### src/rtl/rle_pkg.sv
`timescale 1ns / 1ps
// ----------------------------------------------------------------------------
// rle_pkg: shared types and constants for the RLE row decoder
// Command format passed from the byte classifier to the pixel emitter, the
// classifier phase encoding and the run group width helper.
// ----------------------------------------------------------------------------
package rle_pkg;

  // Pixels per run group as requested; clamped below to what the port carries
  localparam int GROUP_WIDTH = 8;
  localparam int PIX_FIELDS  = 8;
  localparam int MAX_RESULTS = 16;

  localparam int BYTE_W  = 8;
  localparam int COUNT_W = 7;
  localparam int GW_W    = 4;   // holds 1..PIX_FIELDS
  localparam int PCNT_W  = 4;   // pixel_count port width

  localparam int GW_BASE = (GROUP_WIDTH < 1) ? 1 :
                           ((GROUP_WIDTH > PIX_FIELDS) ? PIX_FIELDS : GROUP_WIDTH);

  // Command queue between classifier and emitter
  localparam int Q_DEPTH = 2;
  localparam int Q_AW    = 1;
  localparam int Q_LW    = 2;   // level counter, holds 0..Q_DEPTH

  typedef enum logic [1:0] {
    PH_HEADER  = 2'd0,
    PH_LITERAL = 2'd1,
    PH_RUN     = 2'd2
  } phase_t;

  // A count of zero marks the end of the row; a literal is a run of one
  typedef struct packed {
    logic [BYTE_W-1:0]  value;
    logic [COUNT_W-1:0] count;
    logic [GW_W-1:0]    width;
  } cmd_t;

  // Group width for a run: base width, raised so a run needs at most
  // MAX_RESULTS groups
  function automatic logic [GW_W-1:0] group_width(input logic [COUNT_W-1:0] count);
    logic [COUNT_W:0] sum;
    logic [GW_W-1:0]  need;
    logic [GW_W-1:0]  base;
    sum  = {1'b0, count} + (COUNT_W + 1)'(MAX_RESULTS - 1);
    need = GW_W'(sum >> $clog2(MAX_RESULTS));
    base = GW_W'(GW_BASE);
    return (need > base) ? need : base;
  endfunction

endpackage

### src/rtl/rle_if.sv
`timescale 1ns / 1ps
// ----------------------------------------------------------------------------
// rle_if: stream interfaces of the RLE row decoder
// Coded byte input stream and decoded pixel group output stream, each a
// valid/ready channel with its payload.
// ----------------------------------------------------------------------------
interface rle_code_if;
  logic       valid;
  logic       ready;
  logic [7:0] code_byte;

  modport source (output valid, output code_byte, input ready);
  modport sink   (input valid, input code_byte, output ready);
endinterface

interface rle_pix_if;
  logic       valid;
  logic       ready;
  logic [7:0] pixel_a;
  logic [7:0] pixel_b;
  logic [7:0] pixel_c;
  logic [7:0] pixel_d;
  logic [7:0] pixel_e;
  logic [7:0] pixel_f;
  logic [7:0] pixel_g;
  logic [7:0] pixel_h;
  logic [3:0] pixel_count;
  logic       row_end;
  logic       last;

  modport source (output valid, output pixel_a, output pixel_b, output pixel_c,
                  output pixel_d, output pixel_e, output pixel_f, output pixel_g,
                  output pixel_h, output pixel_count, output row_end, output last,
                  input ready);
  modport sink   (input valid, input pixel_a, input pixel_b, input pixel_c,
                  input pixel_d, input pixel_e, input pixel_f, input pixel_g,
                  input pixel_h, input pixel_count, input row_end, input last,
                  output ready);
endinterface

### src/rtl/rle_front.sv
`timescale 1ns / 1ps
// ----------------------------------------------------------------------------
// rle_front: coded byte classifier
// Tracks header / literal / run phase and turns each byte that produces
// output into one command for the emitter queue.
// ----------------------------------------------------------------------------
module rle_front (
  input  logic              clk,
  input  logic              rst,
  rle_code_if.sink          code,
  output logic              cmd_valid,
  input  logic              cmd_ready,
  output rle_pkg::cmd_t     cmd
);

  rle_pkg::phase_t                  phase, phase_next;
  logic [rle_pkg::COUNT_W-1:0]      remaining, remaining_next;
  logic                             emit;
  logic                             accept;
  logic [rle_pkg::COUNT_W-1:0]      hdr_count;

  // Bytes are taken whenever the queue has room
  assign code.ready = cmd_ready;
  assign accept     = code.valid && cmd_ready;
  assign hdr_count  = code.code_byte[rle_pkg::COUNT_W-1:0];
  assign cmd_valid  = code.valid && emit;

  always_ff @(posedge clk) begin
    if (rst) begin
      phase     <= rle_pkg::PH_HEADER;
      remaining <= '0;
    end else if (accept) begin
      phase     <= phase_next;
      remaining <= remaining_next;
    end
  end

  // Phase decode and command build
  always_comb begin
    phase_next     = phase;
    remaining_next = remaining;
    emit           = 1'b0;
    cmd.value      = code.code_byte;
    cmd.count      = '0;
    cmd.width      = rle_pkg::group_width('0);
    unique case (phase)
      rle_pkg::PH_LITERAL: begin
        emit           = 1'b1;
        cmd.count      = rle_pkg::COUNT_W'(1);
        cmd.width      = rle_pkg::group_width(rle_pkg::COUNT_W'(1));
        remaining_next = remaining - rle_pkg::COUNT_W'(1);
        if (remaining_next == '0) begin
          phase_next = rle_pkg::PH_HEADER;
        end
      end
      rle_pkg::PH_RUN: begin
        emit           = 1'b1;
        cmd.count      = remaining;
        cmd.width      = rle_pkg::group_width(remaining);
        phase_next     = rle_pkg::PH_HEADER;
        remaining_next = '0;
      end
      default: begin
        // header byte; the unused code behaves as header too
        if (hdr_count == '0) begin
          emit           = 1'b1;
          phase_next     = rle_pkg::PH_HEADER;
          remaining_next = '0;
        end else begin
          remaining_next = hdr_count;
          phase_next     = code.code_byte[rle_pkg::BYTE_W-1] ? rle_pkg::PH_LITERAL
                                                            : rle_pkg::PH_RUN;
        end
      end
    endcase
  end

endmodule

### src/rtl/rle_queue.sv
`timescale 1ns / 1ps
// ----------------------------------------------------------------------------
// rle_queue: short command queue
// Two-entry FIFO decoupling the byte classifier from the pixel emitter.
// ----------------------------------------------------------------------------
module rle_queue (
  input  logic              clk,
  input  logic              rst,
  input  logic              push_valid,
  output logic              push_ready,
  input  rle_pkg::cmd_t     push_cmd,
  output logic              pop_valid,
  input  logic              pop_ready,
  output rle_pkg::cmd_t     pop_cmd
);

  rle_pkg::cmd_t              entries [rle_pkg::Q_DEPTH];
  logic [rle_pkg::Q_AW-1:0]   wr_ptr;
  logic [rle_pkg::Q_AW-1:0]   rd_ptr;
  logic [rle_pkg::Q_LW-1:0]   level;
  logic                       do_push;
  logic                       do_pop;

  assign push_ready = (level != rle_pkg::Q_LW'(rle_pkg::Q_DEPTH));
  assign pop_valid  = (level != '0);
  assign pop_cmd    = entries[rd_ptr];
  assign do_push    = push_valid && push_ready;
  assign do_pop     = pop_valid && pop_ready;

  // Storage
  always_ff @(posedge clk) begin
    if (do_push) begin
      entries[wr_ptr] <= push_cmd;
    end
  end

  // Pointers and fill level
  always_ff @(posedge clk) begin
    if (rst) begin
      wr_ptr <= '0;
      rd_ptr <= '0;
      level  <= '0;
    end else begin
      if (do_push) wr_ptr <= wr_ptr + rle_pkg::Q_AW'(1);
      if (do_pop)  rd_ptr <= rd_ptr + rle_pkg::Q_AW'(1);
      if (do_push && !do_pop) begin
        level <= level + rle_pkg::Q_LW'(1);
      end else if (do_pop && !do_push) begin
        level <= level - rle_pkg::Q_LW'(1);
      end
    end
  end

endmodule

### src/rtl/rle_back.sv
`timescale 1ns / 1ps
// ----------------------------------------------------------------------------
// rle_back: pixel group emitter
// Takes one command at a time and issues its pixel groups into an output
// register, one group per cycle while the sink keeps up.
// ----------------------------------------------------------------------------
module rle_back (
  input  logic              clk,
  input  logic              rst,
  input  logic              cmd_valid,
  output logic              cmd_ready,
  input  rle_pkg::cmd_t     cmd,
  rle_pix_if.source         pix
);

  // Active command
  logic                          act_valid;
  logic [rle_pkg::BYTE_W-1:0]    act_value;
  logic [rle_pkg::COUNT_W-1:0]   act_left;
  logic [rle_pkg::GW_W-1:0]      act_width;

  // Output register
  logic                          o_valid;
  logic [rle_pkg::BYTE_W-1:0]    o_pix [rle_pkg::PIX_FIELDS];
  logic [rle_pkg::PCNT_W-1:0]    o_count;
  logic                          o_row_end;
  logic                          o_last;

  logic                          slot_free;
  logic                          emit;
  logic                          final_grp;
  logic [rle_pkg::PCNT_W-1:0]    take;
  logic [rle_pkg::COUNT_W-1:0]   width_ext;

  assign width_ext = rle_pkg::COUNT_W'(act_width);
  assign final_grp = (act_left <= width_ext);
  assign take      = final_grp ? rle_pkg::PCNT_W'(act_left) : rle_pkg::PCNT_W'(act_width);
  assign slot_free = !o_valid || pix.ready;
  assign emit      = act_valid && slot_free;
  assign cmd_ready = !act_valid || (emit && final_grp);

  // Command register
  always_ff @(posedge clk) begin
    if (rst) begin
      act_valid <= 1'b0;
    end else if (cmd_valid && cmd_ready) begin
      act_valid <= 1'b1;
      act_value <= cmd.value;
      act_left  <= cmd.count;
      act_width <= cmd.width;
    end else if (emit) begin
      if (final_grp) begin
        act_valid <= 1'b0;
      end else begin
        act_left <= act_left - rle_pkg::COUNT_W'(take);
      end
    end
  end

  // Output register; a zero count only arises for the row end
  always_ff @(posedge clk) begin
    if (rst) begin
      o_valid <= 1'b0;
    end else if (emit) begin
      o_valid <= 1'b1;
    end else if (pix.ready) begin
      o_valid <= 1'b0;
    end
  end

  always_ff @(posedge clk) begin
    if (emit) begin
      for (int i = 0; i < rle_pkg::PIX_FIELDS; i++) begin
        o_pix[i] <= (rle_pkg::PCNT_W'(i) < take) ? act_value : '0;
      end
      o_count   <= take;
      o_row_end <= (act_left == '0);
      o_last    <= final_grp;
    end
  end

  assign pix.valid       = o_valid;
  assign pix.pixel_a     = o_pix[0];
  assign pix.pixel_b     = o_pix[1];
  assign pix.pixel_c     = o_pix[2];
  assign pix.pixel_d     = o_pix[3];
  assign pix.pixel_e     = o_pix[4];
  assign pix.pixel_f     = o_pix[5];
  assign pix.pixel_g     = o_pix[6];
  assign pix.pixel_h     = o_pix[7];
  assign pix.pixel_count = o_count;
  assign pix.row_end     = o_row_end;
  assign pix.last        = o_last;

endmodule

### src/rtl/rle_row_decoder_top.sv
`timescale 1ns / 1ps
// Path: a byte that yields output passes the queue entry, the command register
// and the output register before its first group shows. Throughput: one coded
// byte per cycle while the command queue has room; a run holds the emitter at one
// group per cycle if the sink keeps up; input stalls once the two-entry queue fills.
// Reset: synchronous, active high; clears phase, queue and output valid.
// ----------------------------------------------------------------------------
// rle_row_decoder_top: run-length coded channel row decoder
// Byte classifier feeding a short command queue and a pixel group emitter.
// ----------------------------------------------------------------------------
module rle_row_decoder_top (
  input  logic       clk,
  input  logic       rst,
  rle_code_if.sink   code,
  rle_pix_if.source  pix
);

  logic              q_in_valid;
  logic              q_in_ready;
  rle_pkg::cmd_t     q_in_cmd;
  logic              q_out_valid;
  logic              q_out_ready;
  rle_pkg::cmd_t     q_out_cmd;

  rle_front u_front (
    .clk       (clk),
    .rst       (rst),
    .code      (code),
    .cmd_valid (q_in_valid),
    .cmd_ready (q_in_ready),
    .cmd       (q_in_cmd)
  );

  rle_queue u_queue (
    .clk        (clk),
    .rst        (rst),
    .push_valid (q_in_valid),
    .push_ready (q_in_ready),
    .push_cmd   (q_in_cmd),
    .pop_valid  (q_out_valid),
    .pop_ready  (q_out_ready),
    .pop_cmd    (q_out_cmd)
  );

  rle_back u_back (
    .clk       (clk),
    .rst       (rst),
    .cmd_valid (q_out_valid),
    .cmd_ready (q_out_ready),
    .cmd       (q_out_cmd),
    .pix       (pix)
  );

  // Row end request carries no pixels and closes its byte
  a_row_end_shape: assert property (@(posedge clk) disable iff (rst)
    pix.valid && pix.row_end |-> pix.pixel_count == 4'd0 && pix.last)
    else $error("row end request with pixels or without last");

  // Every non-row-end request carries between one and eight pixels
  a_pix_count_range: assert property (@(posedge clk) disable iff (rst)
    pix.valid && !pix.row_end |-> pix.pixel_count != 4'd0 && pix.pixel_count <= 4'd8)
    else $error("pixel group size out of range");

  // A command is only queued for an accepted byte
  a_push_on_accept: assert property (@(posedge clk) disable iff (rst)
    q_in_valid && q_in_ready |-> code.valid && code.ready)
    else $error("command queued without an accepted byte");

  // Nothing leaves straight out of reset
  a_quiet_after_reset: assert property (@(posedge clk)
    $past(rst) |-> !pix.valid)
    else $error("output valid right after reset");

endmodule
### src/flat_wrapper.sv
// flat-port wrapper written by rule: the top's interface ports become plain ports
module rle_row_decoder_top_flat 
  (clk, rst, code_valid, code_code_byte, code_ready, pix_valid, pix_pixel_a, pix_pixel_b, pix_pixel_c, pix_pixel_d, pix_pixel_e, pix_pixel_f, pix_pixel_g, pix_pixel_h, pix_pixel_count, pix_row_end, pix_last, pix_ready);
  rle_code_if code_i ();
  rle_pix_if pix_i ();
  input  logic clk;
  input  logic rst;
  input wire logic [$bits(code_i.valid)-1:0] code_valid;
  input wire logic [$bits(code_i.code_byte)-1:0] code_code_byte;
  output wire logic [$bits(code_i.ready)-1:0] code_ready;
  output wire logic [$bits(pix_i.valid)-1:0] pix_valid;
  output wire logic [$bits(pix_i.pixel_a)-1:0] pix_pixel_a;
  output wire logic [$bits(pix_i.pixel_b)-1:0] pix_pixel_b;
  output wire logic [$bits(pix_i.pixel_c)-1:0] pix_pixel_c;
  output wire logic [$bits(pix_i.pixel_d)-1:0] pix_pixel_d;
  output wire logic [$bits(pix_i.pixel_e)-1:0] pix_pixel_e;
  output wire logic [$bits(pix_i.pixel_f)-1:0] pix_pixel_f;
  output wire logic [$bits(pix_i.pixel_g)-1:0] pix_pixel_g;
  output wire logic [$bits(pix_i.pixel_h)-1:0] pix_pixel_h;
  output wire logic [$bits(pix_i.pixel_count)-1:0] pix_pixel_count;
  output wire logic [$bits(pix_i.row_end)-1:0] pix_row_end;
  output wire logic [$bits(pix_i.last)-1:0] pix_last;
  input wire logic [$bits(pix_i.ready)-1:0] pix_ready;
  assign code_i.valid = code_valid;
  assign code_i.code_byte = code_code_byte;
  assign code_ready = code_i.ready;
  assign pix_valid = pix_i.valid;
  assign pix_pixel_a = pix_i.pixel_a;
  assign pix_pixel_b = pix_i.pixel_b;
  assign pix_pixel_c = pix_i.pixel_c;
  assign pix_pixel_d = pix_i.pixel_d;
  assign pix_pixel_e = pix_i.pixel_e;
  assign pix_pixel_f = pix_i.pixel_f;
  assign pix_pixel_g = pix_i.pixel_g;
  assign pix_pixel_h = pix_i.pixel_h;
  assign pix_pixel_count = pix_i.pixel_count;
  assign pix_row_end = pix_i.row_end;
  assign pix_last = pix_i.last;
  assign pix_i.ready = pix_ready;
  rle_row_decoder_top u_core (.clk(clk), .rst(rst), .code(code_i), .pix(pix_i));
endmodule
### config.mk
export PLATFORM = sky130hd
export DESIGN_NAME = rle_row_decoder_top_flat
export DESIGN_NICKNAME = d
export VERILOG_FILES = /design/src/rtl/rle_pkg.sv /design/src/rtl/rle_if.sv /design/src/rtl/rle_front.sv /design/src/rtl/rle_queue.sv /design/src/rtl/rle_back.sv /design/src/rtl/rle_row_decoder_top.sv /design/src/flat_wrapper.sv
export SDC_FILE = /design/constraint.sdc
export NUM_CORES = 1
export LEC_CHECK = 0
export BUFFER_PORTS_ARGS = -buffer_cell sky130_fd_sc_hd__buf_4
export CORE_UTILIZATION = 50
export CTS_BUF_LIST = sky130_fd_sc_hd__clkbuf_8
export DETAILED_ROUTE_END_ITERATION = 8
export HOLD_SLACK_MARGIN = 0.12
export PLACE_DENSITY = 0.71
export SETUP_SLACK_MARGIN = 0.05
export SYNTH_ARGS = -nofsm -noshare
export SYNTH_HDL_FRONTEND = slang
export SYNTH_SLANG_ARGS = --single-unit
### constraint.sdc
create_clock -name clk -period 7.5 [get_ports clk]
set_input_delay 1.5 -clock clk [delete_from_list [all_inputs] [get_ports clk]]
set_output_delay 1.5 -clock clk [all_outputs]
set_load 0.03 [all_outputs]
Yosys cells after proc, flatten, opt, wreduce, memory -nomap -nowiden. Memory sizes are Yosys's and may differ from the RTL's. A register that Yosys moved wholly into a read port is not among the register bits. Index checks and enable logic that the tools add are counted.

Memory bits (writable): 102. Word-level logic and storage cells: 100. Input bits: 12. Output and inout port bits: 72. Memories: 2. Bits in registers: 40.

Equal/unequal tests: 5. Add/subtract/negate cells: 7. $lt $le $gt $ge: 10. Mux-type cells: 35. Reduce and logical (&&, ||, !) cells: 27. Bitwise operators: 1.

Memory list: u_core.u_back.o_pix (words 8, width 8, read ports 8, clocked after Yosys merged registers in 0, wr ports 8, RTL line rle_back.sv:24) `logic [rle_pkg::BYTE_W-1:0] o_pix [rle_pkg::PIX_FIELDS];`; u_core.u_queue.entries (words 2, width 19, read ports 1, clocked after Yosys merged registers in 1, wr ports 1, RTL line rle_queue.sv:17) `rle_pkg::cmd_t entries [rle_pkg::Q_DEPTH];`.

Operator list (count): $mux W8 (8); $mux W7 (4); $pmux W11 S2 (1); $logic_not A7 Y1 (3); $lt A3 B4 Y1 const A (4); $pmux W7 S2 (1); $mux W1 (13); $mux W2 (5); $reduce_bool A2 Y1 (5); $add A7 B4 Y8 const B (1); $logic_and A1 B1 Y1 (8); $lt A1 B4 Y1 const A (2); $lt A2 B4 Y1 const A (2); $mux W4 (2); $le A7 B4 Y1 (1); $sub A7 B1 Y7 const B (1); $sub A7 B4 Y7 (1); $reduce_and A2 Y1 (3); $gt A4 B4 Y1 const B (1); $logic_not A1 Y1 (4); $ne A2 B2 Y1 const B (2); $pmux W2 S2 (1); $reduce_and A3 Y1 (1); $add A1 B1 Y1 const B (2); 8 further kinds (9).

Depth between registers and ports, before layout. Gate-level depths: netlist of run 1.

Depth after elaboration: 9. Gate-level depth with buffers: 14. Gate-level depth less buffers: 14.

Cells and area by module. From an unflattened synthesis of run 1, not the netlist that was laid out.

Cells, all modules: 433. Area total of the unflattened synthesis: 6197.2 um^2.

Modules (own cells, without submodules): rle_back (cells an instance 254, instances 1, area each 3794.9 um^2); rle_queue (cells an instance 83, instances 1, area each 1590.3 um^2); rle_front (cells an instance 96, instances 1, area each 812.0 um^2).

Least setup slack after synthesis of run 1. Ideal clock, no wire load.

Path kind: input to register. From: input port pix_ready. To: memory u_core.u_back.o_pix[0][0] (netlist bit), enable pin. Path buffers: 0. Path slack: 2304 ps. Setup time: 507 ps. Cell stages on the path: 2. Arrival: 4689 ps. Path through: nor2b_1 -> nor2b_1.

RTL lines: start, declared (RTL line flat_wrapper.sv:23) `input wire logic [$bits(pix_i.ready)-1:0] pix_ready;`; end, declared (RTL line rle_back.sv:24).

Final worst setup path of run 1.
From: register u_core.u_back.act_left[1] (netlist bit). To: register u_core.u_back.act_left[4] (netlist bit) (data pin).

Word-level cells in the longest chain between the ends: 6.

Ends and longest elaborated chain: start, declared (RTL line rle_back.sv:19) `logic [rle_pkg::COUNT_W-1:0] act_left;`; start signal, assigned (RTL line rle_back.sv:49) `act_left <= cmd.count;`; start signal, assigned (RTL line rle_back.sv:55) `act_left <= act_left - rle_pkg::COUNT_W'(take);`; $le A7 B4 Y1 (RTL line rle_back.sv:36) `assign final_grp = (act_left <= width_ext);`; named net u_core.u_back.final_grp (RTL line rle_back.sv:31) `logic final_grp;`; $mux W4 (RTL line rle_back.sv:37) `assign take = final_grp ? rle_pkg::PCNT_W'(act_left) : rle_pkg::PCNT_W'(act_width);`; named net u_core.u_back.take (one bit) (RTL line rle_back.sv:32) `logic [rle_pkg::PCNT_W-1:0] take;`; $sub A7 B4 Y7 (RTL line rle_back.sv:55); $mux W7 (RTL line rle_back.sv:52) `if (final_grp) begin`; $mux W7 (RTL line rle_back.sv:51) `end else if (emit) begin`; $mux W7 (RTL line rle_back.sv:46) `end else if (cmd_valid && cmd_ready) begin`.

The timed path passes the listed nets, and every way through them passes these cells. The select of a mux whose other input is x is not followed. A chain may end at the register's enable or synchronous reset.

==> run summary, run 1 <==
Total number of clock tree sinks: 143
Pins over their slew limit: 0
Slew margin rel.: 30.0%
Critical path fanouts, max: 8
Mean routed wirelength per cell: 17.7 um
Post-layout nets: 552
Setup TNS after final layout: 0 ps
Number of endpoints with negative hold slack in the final report: 0
Distinct cells, synth: 50
Leftover overflow at the end of global routing: 0
Most used cells in the layout excluding fill and tap cells: edfxtp_1, buf_4, nor3b_1
Share of layout cells above drive strength 1: 25.6%
TritonCTS clock tree: yes
Sequential fraction of the synthesis area: 66.8%
Final estimated routing congestion in global placement: 0.828
Setup violators final: 0
Most frequent standard cell in the layout excluding fill and tap cells: edfxtp_1
Top flip-flop cell by instance count after synthesis: edfxtp_1
Cell at the slowest stage of the critical path: edfxtp_1
Fmax: 265 MHz
Routed WL: 12.1 mm
Mapped Area: 6190 um^2
Die Width: 113 um
Buffers on Ports: 83
Final core utilization: 61.5%
Hold buffer count at cts: 0
Core region area: 12000 um^2
Vias in the first global route: 3743
Die height: 113 um
Row cnt: 40
DRC Markers: 0
Area Overhead vs Synth: 19.4%
Capturing point of the worst reg2reg path: u_core.u_back.act_left[4]
Required arrival time at the worst endpoint: 7680 ps
Start of the worst register-to-register path: u_core.u_back.act_left[1]
Fill cells: 926
Capture endpoint of the worst hold path: u_core.u_queue.rd_ptr
Cells along the critical path: ha_1 > nor2b_1 > o21ai_1 > a21oi_1 > nor2_1 > mux2_2 > ha_1 > fa_1 > nor2b_1 > o21ai_0 > nor2b_1 > xnor2_1 > mux2i_1
Count of antenna diodes in the layout: 0
Flops & latches, synth: 143
Area enclosed by the die boundary: 12800 um^2
Total of warnings raised by yosys: 0
Kind of start point of the critical path: flip-flop
Number of cells traversed by the worst register-to-register path: 13
VDD IR max: 0.174 mV
Number of cells traversed by the worst hold path: 2
Critical Path Sink Type: flip-flop
Number of cells in the finished layout apart from fillers: 686
Slew at the pin closest to its max-slew limit: 1050 ps
Root Buffer Master: clkbuf_8
Final period util: 50.4%
Cell Count Post-Placement: 654
Min-Delay Startpoint: u_core.u_queue.rd_ptr
Worst setup path class: flip-flop to flip-flop
Worst min path class: flip-flop to flip-flop
Run status: complete, no violations
Stage delay of the slowest cell on the critical path: 530 ps
Power density over the cells: 406 nW/um^2
Post_cts resized: 0
Number of levels the H-tree was split into: 4
Count of mapped cells out of synthesis: 433
Post-synth ARST share: 0%
Number of buffers created by CTS: 17
Top cell type's share of synthesized area: 61.7%
Average cell area after synthesis: 14.3 um^2
Clock-pin slew of the registers on the worst-case setup and hold paths: 70 ps
Arrival time of the worst setup path: 3960 ps
Setup repair after global routing missed its margin: no
Worst Clk Skew: 15.6 ps
Minimum setup slack among reg-to-reg paths: 3720 ps
Placed wire-length estimate after detailed placement: 8.37 mm
Maximum clock insertion buffer count: 2
Initial Utilization: 51.5%
Vias after detailed routing: 3840
Number of antenna violations at the first check in global routing: 0
Iter 0 DRT Violations: 242
Worst setup startpoint: u_core.u_back.act_left[1]
Io pins: 84
Lkg Pwr: 2.70 nW
Setup repair bufs after CTS: 0
First-pass GRT wire length: 19.2 mm
CP most frequent cell: nor2b_1
Pin count of the biggest net entering global routing: 71
Antenna viol nets, final: 0
First-pass iteration count of the detailed router: 5
Largest cells by area after synthesis: edfxtp_1, nor3b_1, dfxtp_1
GRT Util Overall: 20.2%
Reported max-cap violation count: 0
Clock latency on the worst-skew pair: 450 ps
Number of flops mapped to enable cells by yosys: 127
Shortest clock period the worst path allows after layout: 3780 ps
Cell type with the highest aggregate area in the netlist: edfxtp_1
Mean number of vias per cell: 5.60
==> worst max path at each step <==
stage / end / depth (start not counted)
3_5_place_dp: u_core.u_queue.entries[1][1] / 4
6_report: u_core.u_back.act_left[4] / 13
3_3_place_gp: u_core.u_queue.entries[1][1] / 4
4_1_cts: u_core.u_back.act_left[6] / 13
2_1_floorplan: u_core.u_back.o_pix[0][0] / 2
5_1_grt: u_core.u_back.act_left[6] / 13
==> report_power, final <==
part	leakage [nW]	switching, mW	internal [mW]
registers	1.33	0.131	1.15
clock network	0.212	0.281	0.333
logic	1.16	0.697	0.409
==> worst max-delay path, delay by kind of cell (launching register included) <==
| kind | cells | cell delay (ps) |
|---|---|---|
| fa+ha+maj | 3 | 990 |
| simple gates | 4 | 810 |
| compound gates | 3 | 550 |
| flops | 1 | 530 |
| mux | 2 | 500 |
| xor+xnor | 1 | 160 |
==> cells in the mapped netlist, drive strengths merged (7+ instances only) <==
master,instances
a21boi,8
a21oi,15
and2,8
clkbuf,11
dfxtp,16
edfxtp,127
ha,13
inv,13
mux2,13
mux2i,14
nand2,17
nor2,22
nor2b,8
nor3,8
nor3b,57
o21ai,13
xor2,7
==> final cells by class <==
class	instances	area, um^2	area share [%]
flip-flops and latches	143	4130	56.0
multi-input cells	264	1970	26.6
repair buffers	87	653	8.84
clock buffers	18	248	3.35
well taps	147	184	2.49
clock inverters	14	155	2.10
inverters	13	48.8	0.660
==> flip-flops by register name, summed over array words and instances (netlist names), 2 cells and up, named ones only <==
name / cells
u_core.u_back.act_width: 4
u_core.u_back.act_value: 8
u_core.u_queue.entries: 38
u_core.u_front.phase: 2
u_core.u_front.remaining: 7
u_core.u_back.act_left: 7
u_core.u_back.pix.pixel_count: 4
u_core.u_queue.level: 2
u_core.u_back.o_pix: 64
==> routing by layer <==
| layer | GRT usage, % | vias up | wire length, um |
|---|---|---|---|
| met5 | 0 | - | 0 |
| met4 | 7.46 | 0 | 192 |
| met3 | 5.78 | 16 | 678 |
| met2 | 33.8 | 115 | 6110 |
| met1 | 25.0 | 1864 | 5130 |
| li1 | - | 1845 | - |
==> through the flow <==
step	cell area (um^2)	worst slack, ps	hold WS, ps	total power, mW
floorplan	6190	2300	463	2.06
CTS	7390	3750	495	3.02
detailed placement	6990	3590	484	2.40
finish	7390	3720	497	3.00
global placement	6990	3630	473	2.37
global route	7390	3410	533	3.16
==> cell families after synthesis <==
family                     share of synthesized area, %
other                                             0.121
AOI/OAI and AO/OA                                  8.25
and+or+nand+nor                                    14.2
muxes                                              4.63
buffers and inverters                              1.74
DFF                                                66.8
adders and majority gates                          2.95
xor gates and xnor gates                           1.27
(Power assumes the default switching activity.)
==> inputs of run 2 (changes only) <==
==> constraint.sdc (replaced) <==
create_clock -name clk -period 3.7 [get_ports clk]
set_input_delay 0.74 -clock clk [delete_from_list [all_inputs] [get_ports clk]]
set_output_delay 0.74 -clock clk [all_outputs]
set_load 0.03 [all_outputs]
==> run 2 against run 1 <==
Net effect:
- clock power increased by 69%
- largest cell class unchanged
- maximum frequency grew 12%
- critical path type unchanged
- cell area down 0.36%
- die area did not move
==> run summary, run 2 (synthesized netlist as in run 1, its figures left out) <==
Final estimated routing congestion in global placement: 0.850
Minimum setup slack among reg-to-reg paths: 340 ps
Most used cells in the layout excluding fill and tap cells: edfxtp_1, buf_4, nor3b_1
Total number of clock tree sinks: 143
Maximum clock insertion buffer count: 2
Total power: 5.91 mW
Slew margin rel.: 34.1%
Number of antenna violations at the first check in global routing: 0
Number of levels the H-tree was split into: 4
Root Buffer Master: clkbuf_8
First-pass iteration count of the detailed router: 5
Setup TNS after final layout: 0 ps
Pins over their slew limit: 0
Io pins: 84
Power density over the cells: 803 nW/um^2
Critical Path Sink Type: flip-flop
Mean number of vias per cell: 5.57
Share of layout cells above drive strength 1: 26.5%
Setup violators final: 0
Number of cells traversed by the worst hold path: 2
Die Width: 113 um
VDD IR max: 0.265 mV
Fin Hold WS: 503 ps
Largest regs: u_core.u_back.o_pix x64, u_core.u_queue.entries x38, u_core.u_back.act_value x8
Routed WL: 12.0 mm
Post-route cell area: 7360 um^2
Initial Utilization: 51.5%
Hold buffer count at cts: 0
Setup slack of the critical path after layout: 336 ps
Area enclosed by the die boundary: 12800 um^2
Number of endpoints with negative hold slack in the final report: 0
Run status: complete, no violations
Placed wire-length estimate after detailed placement: 8.39 mm
Worst Clk Skew: 7.94 ps
Setup repair after global routing missed its margin: no
Core region area: 12000 um^2
Mean routed wirelength per cell: 17.4 um
Leftover overflow at the end of global routing: 0
Kind of start point of the critical path: flip-flop
Number of flip-flops under the largest register name: 64
Vias after detailed routing: 3844
Clock latency on the worst-skew pair: 430 ps
Pin count of the biggest net entering global routing: 71
Worst setup path class: flip-flop to flip-flop
Slew at the pin closest to its max-slew limit: 989 ps
Vias in the first global route: 3702
Critical path fanouts, max: 13
First-pass GRT wire length: 18.9 mm
Area Overhead vs Synth: 19.0%
Number of cells traversed by the worst register-to-register path: 11
Post-layout nets: 560
Buffers on Ports: 83
Iter 0 DRT Violations: 264
Fmax: 297 MHz
Reported max-cap violation count: 0
Global routing met1 resource utilization: 23.9%
Worst min path class: flip-flop to flip-flop
Antenna viol nets, final: 0
Required arrival time at the worst endpoint: 3870 ps
TritonCTS clock tree: yes
Count of antenna diodes in the layout: 0
GRT Util Overall: 19.7%
DRC Markers: 0
Arrival time of the worst setup path: 3530 ps
Final period util: 90.9%
Shortest clock period the worst path allows after layout: 3360 ps
Met3 Use GR: 5.09%
Number of buffers created by CTS: 17
Placed standard-cell area: 7050 um^2
Row cnt: 40
Clock-pin slew of the registers on the worst-case setup and hold paths: 70 ps
Die height: 113 um
Register name with the most flops: u_core.u_back.o_pix
GRT busiest layer: met2
Most frequent standard cell in the layout excluding fill and tap cells: edfxtp_1
Lkg Pwr: 2.71 nW
Pre-CTS setup slack: 204 ps
Met2 Resource Use GR: 34.3%
## run 2: changes by cell type in the layout (fill, tap and decap cells not counted), sizes merged
cell	delta
buf	+8
clkbuf	-1
clkinvlp	-1
bufinv	-2
inv	-2
clkinv	+2
## run 2: critical path, cell delays in order (launching register included)
cell and delay, ps:
edfxtp_1 520, ha_1 360, nor2b_1 140, o21ai_1 210
a21o_2 310, nand3_1 300, and2_1 250, ha_1 320
o21ai_0 120, nor4b_1 340, xnor2_1 160, mux2i_1 80
## run 2: what timing repair did
| item | CTS | global route |
|---|---|---|
| hold endpoints to repair | 0 | 0 |
| buffers inserted | 0 | 0 |
| endpoints found under the setup margin | 0 | 1 |
| gates resized for setup | 0 | 1 |
## run 2: routing by layer
layer | vias to the layer above | part of all wire [%]
met5 | - | 0
met4 | 0 | 0.48
met3 | 5 | 5.6
met2 | 106 | 53
met1 | 1882 | 41
li1 | 1851 | -
## run 2: final timing paths
check / start / endpoint
setup / recovery: u_core.u_back.act_left[1] / u_core.u_back.act_left[6]
hold / removal: u_core.u_queue.rd_ptr / u_core.u_queue.rd_ptr
setup reg to reg: u_core.u_back.act_left[1] / u_core.u_back.act_left[6]
hold reg to reg: u_core.u_queue.rd_ptr / u_core.u_queue.rd_ptr
## run 2: stage by stage
step / instances / util, %
final: 690 / 61.3
after global routing: 690 / 61.3
after CTS: 690 / 61.3
after detailed placement: 662 / 58.7
after global placement: 662 / 58.7
after floorplan: 435 / -
## run 2: layout make-up
type                            instances  area, um^2
Clock buffer                           17         234
Clock inverter                         11        81.3
Fill cell                             949        4650
Inverter                               13        48.8
Multi-Input combinational cell        264        1970
Sequential cell                       143        4130
Tap cell                              147         184
Timing Repair Buffer                   95         713
## run 2: where the power goes
part | total (mW) | switching, mW | internal, mW
combinational | 2.28 | 1.41 | 0.867
sequential | 2.60 | 0.267 | 2.33
clock | 1.04 | 0.533 | 0.502
total | 5.91 | 2.21 | 3.70
